`config.mk`:
```
export PLATFORM = sky130hd
export DESIGN_NAME = sorted_priority_queue
export DESIGN_NICKNAME = d
export VERILOG_FILES = /design/src/design/spq_pkg.sv /design/src/design/spq_cell.sv /design/src/design/sorted_priority_queue.sv
export SDC_FILE = /design/constraint.sdc
export NUM_CORES = 2
export LEC_CHECK = 0
export BUFFER_PORTS_ARGS = -buffer_cell sky130_fd_sc_hd__buf_2
export CORE_MARGIN = 5
export CORE_UTILIZATION = 55
export CTS_CLUSTER_SIZE = 14
export DETAILED_ROUTE_END_ITERATION = 10
export PLACE_DENSITY = 0.76
export SYNTH_ARGS = -nofsm -noshare
export SYNTH_HDL_FRONTEND = slang
export SYNTH_SLANG_ARGS = --single-unit
export TNS_END_PERCENT = 5
```
`constraint.sdc`:
```
create_clock -name clock -period 5.81 [get_ports clock]
set_input_delay 1.162 -clock clock [delete_from_list [all_inputs] [get_ports clock]]
set_output_delay 1.162 -clock clock [all_outputs]
set_load 0.02 [all_outputs]
```
`src/design/spq_pkg.sv`:
```
// shared types, codes and the ordering rule of the priority queue
`timescale 1ns / 1ps
`default_nettype none
package spq_pkg;

   localparam int CAPACITY_DEFAULT = 16;
   localparam int SCORE_WIDTH      = 16;
   localparam int ARRIVAL_WIDTH    = 16;
   localparam int COUNT_OUT_WIDTH  = 5;

   localparam logic FUNC_INSERT = 1'b0;
   localparam logic FUNC_REMOVE = 1'b1;

   typedef struct packed {
      logic [SCORE_WIDTH-1:0]   score;
      logic [ARRIVAL_WIDTH-1:0] arrival;
   } entry_type;

   // operation broadcast to every cell, already checked against full and empty
   typedef struct packed {
      logic      insert;
      logic      remove;
      entry_type entry;
   } cmd_type;

   // true when entry a is served before entry b
   function automatic logic goes_before(input entry_type a, input entry_type b);
      logic result;
      if (a.score != b.score) begin
         result = (a.score > b.score);
      end else begin
         result = (a.arrival < b.arrival);
      end
      return result;
   endfunction

endpackage
`default_nettype wire

```
`src/design/spq_cell.sv`:
```
// one slot of the sorted queue: holds an entry, shifts left on remove, right on insert
`timescale 1ns / 1ps
`default_nettype none
module spq_cell #(
   parameter int CAPACITY = spq_pkg::CAPACITY_DEFAULT,
   parameter int INDEX    = 0
) (
   input  wire                             clock,
   input  spq_pkg::cmd_type                cmd,
   input  wire [$clog2(CAPACITY+1)-1:0]    count,
   input  spq_pkg::entry_type              left_entry,
   input  wire                             left_shift,
   input  spq_pkg::entry_type              right_entry,
   output spq_pkg::entry_type              entry,
   output logic                            shift_out
);

   localparam int CountWidth = $clog2(CAPACITY+1);

   spq_pkg::entry_type entry_ff;
   spq_pkg::entry_type entry_in;
   logic               occupied;
   logic               at_tail;
   logic               new_first;

   assign occupied  = (count > CountWidth'(INDEX));
   assign at_tail   = (count == CountWidth'(INDEX));
   assign new_first = spq_pkg::goes_before(cmd.entry, entry_ff);
   // this cell's entry moves one place toward the tail when an insert goes before it
   assign shift_out = occupied && new_first;

   always_comb begin
      entry_in = entry_ff;
      priority if (cmd.remove) begin
         entry_in = right_entry;
      end else if (cmd.insert) begin
         priority if (left_shift) begin
            entry_in = left_entry;
         end else if (shift_out || at_tail) begin
            entry_in = cmd.entry;
         end
      end
   end

   always_ff @(posedge clock) begin
      entry_ff <= entry_in;
   end

   assign entry = entry_ff;

endmodule
`default_nettype wire

```
`src/design/sorted_priority_queue.sv`:
```
// Bounded priority queue kept sorted in a row of shifting cells.
// The req_ channel carries one operation per item: tuser selects insert (0) or
// remove of the head (1); tdata holds the score and arrival of an entry to insert.
// The head is the highest score, ties go to the earlier arrival, then to the
// earlier insert. Every accepted item yields exactly one rsp_ item with the
// removed entry (zeros otherwise), an entry flag, an error flag for insert on
// full or remove on empty, the count after the operation and empty/full flags.
// All cells compare against the new entry in parallel and shift in the same
// clock, so an operation finishes in the cycle it is accepted; its result sits
// in the output register and appears in the cycle after acceptance.
// Throughput is one item per cycle while results are taken (single output register).
// When the receiver stalls with a result held, req_tready drops until the result
// is taken. Reset empties the queue at once; no clearing pass is needed because
// only slots below the count are ever read.
`timescale 1ns / 1ps
`default_nettype none
module sorted_priority_queue #(
   parameter int CAPACITY = spq_pkg::CAPACITY_DEFAULT
) (
   input  wire         clock,
   input  wire         reset,
   input  wire         req_tvalid,
   output logic        req_tready,
   input  wire  [31:0] req_tdata,   // in_score[15:0], in_arrival[31:16]
   input  wire         req_tuser,   // func[0]
   output logic        rsp_tvalid,
   input  wire         rsp_tready,
   output logic [47:0] rsp_tdata    // out_score[15:0], out_arrival[31:16], out_valid[32],
                                    // op_error[33], entry_count[38:34], is_empty[39],
                                    // is_full[40], zero[47:41]
);

   localparam int CountWidth = $clog2(CAPACITY+1);

   logic [CountWidth-1:0] count_ff;
   logic [CountWidth-1:0] count_in;
   logic                  rsp_valid_ff;
   logic                  rsp_valid_in;
   logic [47:0]           rsp_data_ff;
   logic [47:0]           rsp_data_in;

   spq_pkg::entry_type    cells [CAPACITY];
   logic                  shifts [CAPACITY];
   spq_pkg::cmd_type      cmd;
   spq_pkg::entry_type    req_entry;
   spq_pkg::entry_type    head;
   logic                  accept;
   logic                  is_empty_now;
   logic                  is_full_now;
   logic                  refused;

   assign req_tready = !rsp_valid_ff || rsp_tready;
   assign accept     = req_tvalid && req_tready;

   assign req_entry.score   = req_tdata[15:0];
   assign req_entry.arrival = req_tdata[31:16];

   assign is_empty_now = (count_ff == '0);
   assign is_full_now  = (count_ff == CountWidth'(CAPACITY));

   always_comb begin
      cmd.entry  = req_entry;
      cmd.insert = accept && (req_tuser == spq_pkg::FUNC_INSERT) && !is_full_now;
      cmd.remove = accept && (req_tuser == spq_pkg::FUNC_REMOVE) && !is_empty_now;
      refused    = (req_tuser == spq_pkg::FUNC_INSERT) ? is_full_now : is_empty_now;
   end

   generate
      for (genvar i = 0; i < CAPACITY; i++) begin : g_cell
         spq_pkg::entry_type left_entry;
         spq_pkg::entry_type right_entry;
         logic               left_shift;
         if (i == 0) begin : g_first
            assign left_entry = '0;
            assign left_shift = 1'b0;
         end else begin : g_mid
            assign left_entry = cells[i-1];
            assign left_shift = shifts[i-1];
         end
         if (i == CAPACITY-1) begin : g_last
            assign right_entry = '0;
         end else begin : g_inner
            assign right_entry = cells[i+1];
         end
         spq_cell #(
            .CAPACITY (CAPACITY),
            .INDEX    (i)
         ) u_cell (
            .clock       (clock),
            .cmd         (cmd),
            .count       (count_ff),
            .left_entry  (left_entry),
            .left_shift  (left_shift),
            .right_entry (right_entry),
            .entry       (cells[i]),
            .shift_out   (shifts[i])
         );
      end
   endgenerate

   assign head = cells[0];

   always_comb begin
      count_in = count_ff;
      if (cmd.insert) begin
         count_in = count_ff + 1'b1;
      end else if (cmd.remove) begin
         count_in = count_ff - 1'b1;
      end
   end

   always_comb begin
      rsp_data_in        = '0;
      rsp_data_in[15:0]  = cmd.remove ? head.score : '0;
      rsp_data_in[31:16] = cmd.remove ? head.arrival : '0;
      rsp_data_in[32]    = cmd.remove;
      rsp_data_in[33]    = refused;
      rsp_data_in[38:34] = spq_pkg::COUNT_OUT_WIDTH'(count_in);
      rsp_data_in[39]    = (count_in == '0);
      rsp_data_in[40]    = (count_in == CountWidth'(CAPACITY));
   end

   always_comb begin
      rsp_valid_in = rsp_valid_ff;
      if (accept) begin
         rsp_valid_in = 1'b1;
      end else if (rsp_tready) begin
         rsp_valid_in = 1'b0;
      end
   end

   always_ff @(posedge clock) begin
      if (reset) begin
         count_ff     <= '0;
         rsp_valid_ff <= 1'b0;
      end else begin
         count_ff     <= count_in;
         rsp_valid_ff <= rsp_valid_in;
      end
   end

   always_ff @(posedge clock) begin
      if (accept) begin
         rsp_data_ff <= rsp_data_in;
      end
   end

   assign rsp_tvalid = rsp_valid_ff;
   assign rsp_tdata  = rsp_data_ff;

   // count stays within the store
   a_count_bound: assert property (@(posedge clock) disable iff (reset)
      count_ff <= CountWidth'(CAPACITY))
      else $error("queue count beyond capacity");

   // head and second entry stay in service order
   a_sorted_head: assert property (@(posedge clock) disable iff (reset)
      (count_ff >= CountWidth'(2)) |-> !spq_pkg::goes_before(cells[1], cells[0]))
      else $error("queue head out of order");

   // a successful insert grows the count by one
   a_insert_count: assert property (@(posedge clock) disable iff (reset)
      cmd.insert |=> (count_ff == $past(count_ff) + 1'b1))
      else $error("insert did not grow count");

   // a result never reports both an entry and an error
   a_rsp_flags: assert property (@(posedge clock) disable iff (reset)
      rsp_tvalid |-> !(rsp_tdata[32] && rsp_tdata[33]))
      else $error("result flags entry and error together");

endmodule
`default_nettype wire

```
Yosys cells after proc, flatten, opt, wreduce, memory -nomap -nowiden
Cells that the tools add are included.
{"block": "classes", "n_mul": 0, "eq_ne": 33, "n_div": 0, "n_lt_le_gt_ge": 48, "add_sub_neg": 2, "bitwise": 1, "mux": 82, "shift": 0, "reduce_logical": 77}
{"op": "2-to-1 mux 32 bit", "n": 61}
{"op": "> comparator 16 bit", "n": 16}
{"op": "< comparator 16 bit", "n": 16}
{"op": "inequality test 16 bit", "n": 16}
{"op": "nonzero test 3 bit", "n": 14}
{"op": "equality test 5 x 4 -> 1 bit (second input constant)", "n": 8}
{"op": "> comparator 5 x 4 -> 1 bit (second input constant)", "n": 8}
{"op": "AND reduction 2 bit", "n": 16}
{"op": "logical AND 1 bit", "n": 21}
{"op": "equality test 5 x 3 -> 1 bit (second input constant)", "n": 4}
{"op": "> comparator 5 x 3 -> 1 bit (second input constant)", "n": 4}
{"op": "2-to-1 mux 1 bit", "n": 19}
{"op": "logical OR 1 bit", "n": 17}
{"op": "equality test 5 x 2 -> 1 bit (second input constant)", "n": 2}
{"op": "equality test 5 bit (second input constant)", "n": 2}
{"op": "> comparator 5 x 1 -> 1 bit (second input constant)", "n": 2}
{"op": "> comparator 5 x 2 -> 1 bit (second input constant)", "n": 2}
{"op": "zero test 5 bit", "n": 2}
{"op": "2-to-1 mux 5 bit", "n": 2}
{"op": "nonzero test 2 bit", "n": 4}
{"op": "adder 5 x 1 -> 5 bit (second input constant)", "n": 1}
{"op": "equality test 5 x 1 -> 1 bit (second input constant)", "n": 1}
{"op": "subtractor 5 x 1 -> 5 bit (second input constant)", "n": 1}
{"op": "zero test 1 bit", "n": 3}
{"op": "NOT 1 bit", "n": 1}
{"block": "totals", "latch_bits": 0, "n_memories": 0, "ramBits": 0, "rom_bits": 0, "out_inout_bits": 50, "word_cells": 279, "inputBits": 37, "register_bits": 559}

Longest topological paths before layout
{"block": "logic_depth", "ltp_word": 8, "ltp_mapped": 13, "ltp_nobuf": 10}

Cells and area by module
From an unflattened synthesis, not the netlist that was laid out.
{"block": "hier_totals", "hier_cells": 4239, "hier_area_um2": 41116.9}
{"mod": "spq_cell at g_cell[10].u_cell ...", "n_inst": 2, "cells_each": 258, "seq_area_each_um2": 960.9, "area_each_um2": 2446.1}
{"mod": "spq_cell at g_cell[4].u_cell ...", "n_inst": 2, "cells_each": 259, "seq_area_each_um2": 960.9, "area_each_um2": 2437.3}
{"mod": "spq_cell at g_cell[2].u_cell", "n_inst": 1, "cells_each": 256, "seq_area_each_um2": 960.9, "area_each_um2": 2488.6}
{"mod": "spq_cell at g_cell[14].u_cell", "n_inst": 1, "cells_each": 254, "seq_area_each_um2": 960.9, "area_each_um2": 2487.4}
{"mod": "spq_cell at g_cell[11].u_cell", "n_inst": 1, "cells_each": 254, "seq_area_each_um2": 960.9, "area_each_um2": 2484.9}
{"mod": "spq_cell at g_cell[13].u_cell", "n_inst": 1, "cells_each": 256, "seq_area_each_um2": 960.9, "area_each_um2": 2453.6}
{"mod": "spq_cell at g_cell[8].u_cell", "n_inst": 1, "cells_each": 255, "seq_area_each_um2": 960.9, "area_each_um2": 2453.6}
{"mod": "spq_cell at g_cell[12].u_cell", "n_inst": 1, "cells_each": 258, "seq_area_each_um2": 960.9, "area_each_um2": 2436.1}
{"mod": "spq_cell at g_cell[5].u_cell", "n_inst": 1, "cells_each": 258, "seq_area_each_um2": 960.9, "area_each_um2": 2434.8}
{"mod": "spq_cell at g_cell[1].u_cell", "n_inst": 1, "cells_each": 255, "seq_area_each_um2": 960.9, "area_each_um2": 2433.6}
{"mod": "spq_cell at g_cell[3].u_cell", "n_inst": 1, "cells_each": 256, "seq_area_each_um2": 960.9, "area_each_um2": 2432.3}
{"mod": "spq_cell at g_cell[0].u_cell", "n_inst": 1, "cells_each": 256, "seq_area_each_um2": 960.9, "area_each_um2": 2428.6}
{"mod": "spq_cell at g_cell[7].u_cell", "n_inst": 1, "cells_each": 255, "seq_area_each_um2": 960.9, "area_each_um2": 2427.3}
{"mod": "spq_cell at g_cell[15].u_cell", "n_inst": 1, "cells_each": 254, "seq_area_each_um2": 960.9, "area_each_um2": 2426.1}
{"mod": "sorted_priority_queue", "n_inst": 1, "cells_each": 138, "seq_area_each_um2": 1351.3, "area_each_um2": 1963.1}

Worst setup path before layout
No wires, ideal clock.
{"block": "synth_path", "path_kind": "input to register", "start": "input port req_tdata[0]", "end": "register g_cell[6].u_cell.entry_ff (netlist bit g_cell[6].u_cell.entry[0]), enable pin", "arrival_time_ps": 5474, "path_stages": 11, "t_required_ps": 5344, "slack_ps": -130, "n_path_buf": 3, "path_cell_list": "clkbuf_1 inv_1 ha_1 nand4_1 or3_1 clkbuf_1 o2111ai_1 a2bb2oi_1 buf_2 a221oi_1 o21ai_0"}
{"block": "synth_between", "elab_chain_cells": 6}
{"element": "start, declared", "line": "sorted_priority_queue.sv:24", "text": "input wire [31:0] req_tdata,"}
{"element": "> comparator 16 bit / inequality test 16 bit (equally long branches)", "line": "spq_pkg.sv:30, spq_pkg.sv:29"}
{"element": "2-to-1 mux 1 bit", "line": "spq_pkg.sv:29", "text": "if (a.score != b.score) begin"}
{"element": "logical AND 1 bit", "line": "spq_cell.sv:30", "text": "assign shift_out = occupied && new_first;"}
{"element": "logical OR 1 bit", "line": "spq_cell.sv:39", "text": "end else if (shift_out || at_tail) begin"}
{"element": "nonzero test 3 bit (no source line) *"}
{"element": "AND reduction 2 bit (no source line) *"}
{"element": "end signal, assigned", "line": "spq_cell.sv:46", "text": "entry_ff <= entry_in;"}
{"element": "end, declared", "line": "spq_cell.sv:20", "text": "spq_pkg::entry_type entry_ff;"}
Every way passes the cells marked *; elsewhere a longest branch is shown, timed or not.
A chain may end at the register's enable or synchronous reset.

==> results.sh <==
export IMPL_synth_most_common_cell="edfxtp_1"
export IMPL_grt_ovfl_total=0
export IMPL_vias=31700
export IMPL_yosysSeqAreaShare=0.409
export IMPL_grt_pass1_vias=31000
export IMPL_yosys_top_cells_area="edfxtp_1 (39%), ha_1 (16%), mux2i_1 (5.6%)"
export IMPL_die_area_um2=78400
export IMPL_rr_worst_depth=9
export IMPL_dieWidth_um=280
export IMPL_pre_cts_ws_ns=0.891
export IMPL_start_util=0.552
export IMPL_synth_async_reset_ratio=0
export IMPL_cp_top_family="buffers and inverters"
export IMPL_die_h_um=280
export IMPL_max_stage_delay_ns=0.54
export IMPL_numPlacedInstances=5005
export IMPL_htree_levels=3
export IMPL_fin_nets=4653
export IMPL_layout_setup_ws_ns=1.45
export IMPL_clk_latency_ns=0.61
export IMPL_numCtsBuffers=67
export IMPL_finalMaxSlewViolations=0
export IMPL_num_rows=99
export IMPL_drive_gt1_frac=0.0848
export IMPL_gp_congestion=0.891
export IMPL_end_kind="flop"
export IMPL_min_period_over_period=0.751
export IMPL_cts_hold_fix_buffers=0
export IMPL_post_route_drc_count=0
export IMPL_synth_top_cell_by_area="edfxtp_1"
export IMPL_crit_required_ns=6.11
export IMPL_crit_path_start_kind="input pin"
export IMPL_synth_main_ff_cell="edfxtp_1"
export IMPL_syn_cell_area_um2=40100
export IMPL_holdCritPathClass="reg -> reg"
export IMPL_finClkSkew_ns=0.0260
export IMPL_fmax_mhz=229
export IMPL_portBuffers=79
export IMPL_drt_pass1_iter_count=6
export IMPL_clockBufferDepth=3
export IMPL_rsz0062_at_grt="no"
export IMPL_setup_viol=0
export IMPL_crit_arrival_ns=4.66
export IMPL_synth_area_per_cell_um2=9.68
export IMPL_core_area_um2=72600
export IMPL_slew_headroom=0.275
export IMPL_hpwl_um=76600
export IMPL_finalSetupTns_ns=0
export IMPL_synth_top_area_share=0.390
export IMPL_synthCells=4142
export IMPL_clk_pin_slew_ns=0.06
export IMPL_ys_top_cells_by_count="edfxtp_1 (521), inv_1 (504), ha_1 (501), nand2_1 (389), o21ai_0 (328)"
export IMPL_cp_num_buf_inv=4
export IMPL_routed_wl_um=103000
export IMPL_crit_path_cell_trace="buf_2, buf_4, ha_1, nand4_1, nor4_1, inv_1, nor3_1, nand2_1, o211ai_4, buf_4, mux2i_1, o21ai_0"
export IMPL_area_delta_synth_final_pct=9.15
export IMPL_min_period_ns=4.36
export IMPL_n_antenna_cell=0
export IMPL_hold_depth=2
export IMPL_hold_viol=0
export IMPL_grt_pass1_wl_um=165000
export IMPL_critical_path_depth=12
export IMPL_p_leak_uw=0.0191
export IMPL_status="finished, final reports clean"
export IMPL_detail_route_antenna_nets=0
export IMPL_worst_setup_path_type="in -> reg"
export IMPL_power_uw=12200
export IMPL_drv_cap=0
export IMPL_cp_slowest_cell="o211ai_4"
export IMPL_drt_iter0_markers=3258
export IMPL_wl_per_cell_um=20.2
export IMPL_hold_ws_ns=0.522
export IMPL_grt_max_degree=193
export IMPL_ys_types=67
export IMPL_fill_cells=6115
export IMPL_clockRootBuffer="clkbuf_16"
export IMPL_antenna_found_initial=1
export IMPL_peakVddDrop_mv=0.183
export IMPL_clock_sinks=559
export IMPL_gr_usage_all_layers=0.256
export IMPL_postCtsSetupBuffers=0
export IMPL_synth_edff_count=521
export IMPL_power_density_nw_per_um2=279
export IMPL_ys_warn_count=0
export IMPL_worstMarginPinSlew_ns=1.09
export IMPL_pin_count=87
export IMPL_instances_no_fill=5121
export IMPL_ys_ff_latch=559
export IMPL_crit_path_max_fanout=24
export IMPL_cts_resized=0
export IMPL_cp_common_cell="buf_4"
export IMPL_cts_tree="done"
export IMPL_routed_via_density=6.19
==> through the flow <==
| step | instance area, µm² | util |
|---|---|---|
| finish | 43700 | 0.603 |
| global placement | 41600 | 0.574 |
| detailed placement | 41600 | 0.574 |
| CTS | 43700 | 0.603 |
| floorplan | 40100 | - |
| global route | 43700 | 0.603 |
==> layout make-up <==
class / instances / area (µm²) / area share
Timing Repair Buffer: 161 / 1100 / 0.0251
Clock inverter: 22 / 209 / 0.00478
Sequential cell: 559 / 16400 / 0.375
Tap cell: 959 / 1200 / 0.0274
Multi-Input combinational cell: 2821 / 21000 / 0.481
Clock buffer: 94 / 1890 / 0.0433
Inverter: 505 / 1900 / 0.0435
==> state kept, by name, indices dropped and copies added, names as in the netlist <==
name / cells
g_cell.u_cell.entry: 512
rsp_tdata: 41
count_ff: 5
rsp_tvalid: 1
==> metal layers <==
metal  up-vias  GRT usage  routed length, µm  share of wire
met2      1102      0.408              46200           0.45
met3       166     0.0383               7360          0.071
li1      15200          -                  -              -
met5         -          0                  0              0
met4         0     0.0747               2840          0.027
met1     15200      0.367              46800           0.45
==> final timing paths <==
path,startpoint,end,slack (ns)
worst max-delay path,req_tdata[10],g_cell[10].u_cell.entry[6],1.45
worst min-delay path,g_cell[15].u_cell.entry[3],g_cell[15].u_cell.entry[3],0.52
worst max register to register,count_ff[2],g_cell[10].u_cell.entry[0],1.82
worst min register to register,g_cell[15].u_cell.entry[3],g_cell[15].u_cell.entry[3],0.52
==> power breakdown <==
group | leakage [µW] | internal, µW | switching (µW) | total, µW
clock | 0.00103 | 2440 | 1720 | 4160
sequential | 0.00510 | 4980 | 234 | 5220
combinational | 0.0129 | 1020 | 1800 | 2820
==> worst min-delay path, cell delays in order, from the launching register on <==
cell      delay, ns
dfxtp_1        0.32
nor2_1         0.10
a211oi_1       0.05
==> logic make-up (layout without fill, tap and decap cells) <==
logic type | count (synthesis) | after routing | share of synthesized area
buf+inv | 768 | 782 | 0.0747
simple gates | 989 | 989 | 0.113
flops | 559 | 559 | 0.409
mux | 258 | 258 | 0.0654
other cells | 1 | 7 | 0.0000936
xor+xnor | 4 | 4 | 0.000874
compound gates | 1062 | 1062 | 0.180
fa+ha+maj | 501 | 501 | 0.156
==> layout by cell type, fill, tap and decap left out, types with 6 or more instances in the layout <==
master and instances:
a211oi_1 57, and3_1 8, nand3_1 210, o221ai_1 152
a211oi_2 28, nand2_1 388, a31oi_1 8, nor2_1 162
conb_1 7, o21a_1 15, clkbuf_16 71, a211o_1 10
or2_2 7, a41oi_1 32, nor4_1 12, nor3_1 17
a2111oi_0 13, nand4_1 93, a31oi_4 6, dfxtp_1 38
inv_1 502, nor2b_1 30, buf_2 79, clkbuf_1 20
mux2_2 32, edfxtp_1 521, clkinv_1 7, buf_12 7
o21ai_0 321, or3_1 9, ha_1 501, nand2b_1 33
a21oi_1 157, clkinv_2 10, buf_4 75, a21o_1 113
o211ai_1 87, mux2i_1 226
Power figures use the tool's default switching activity.
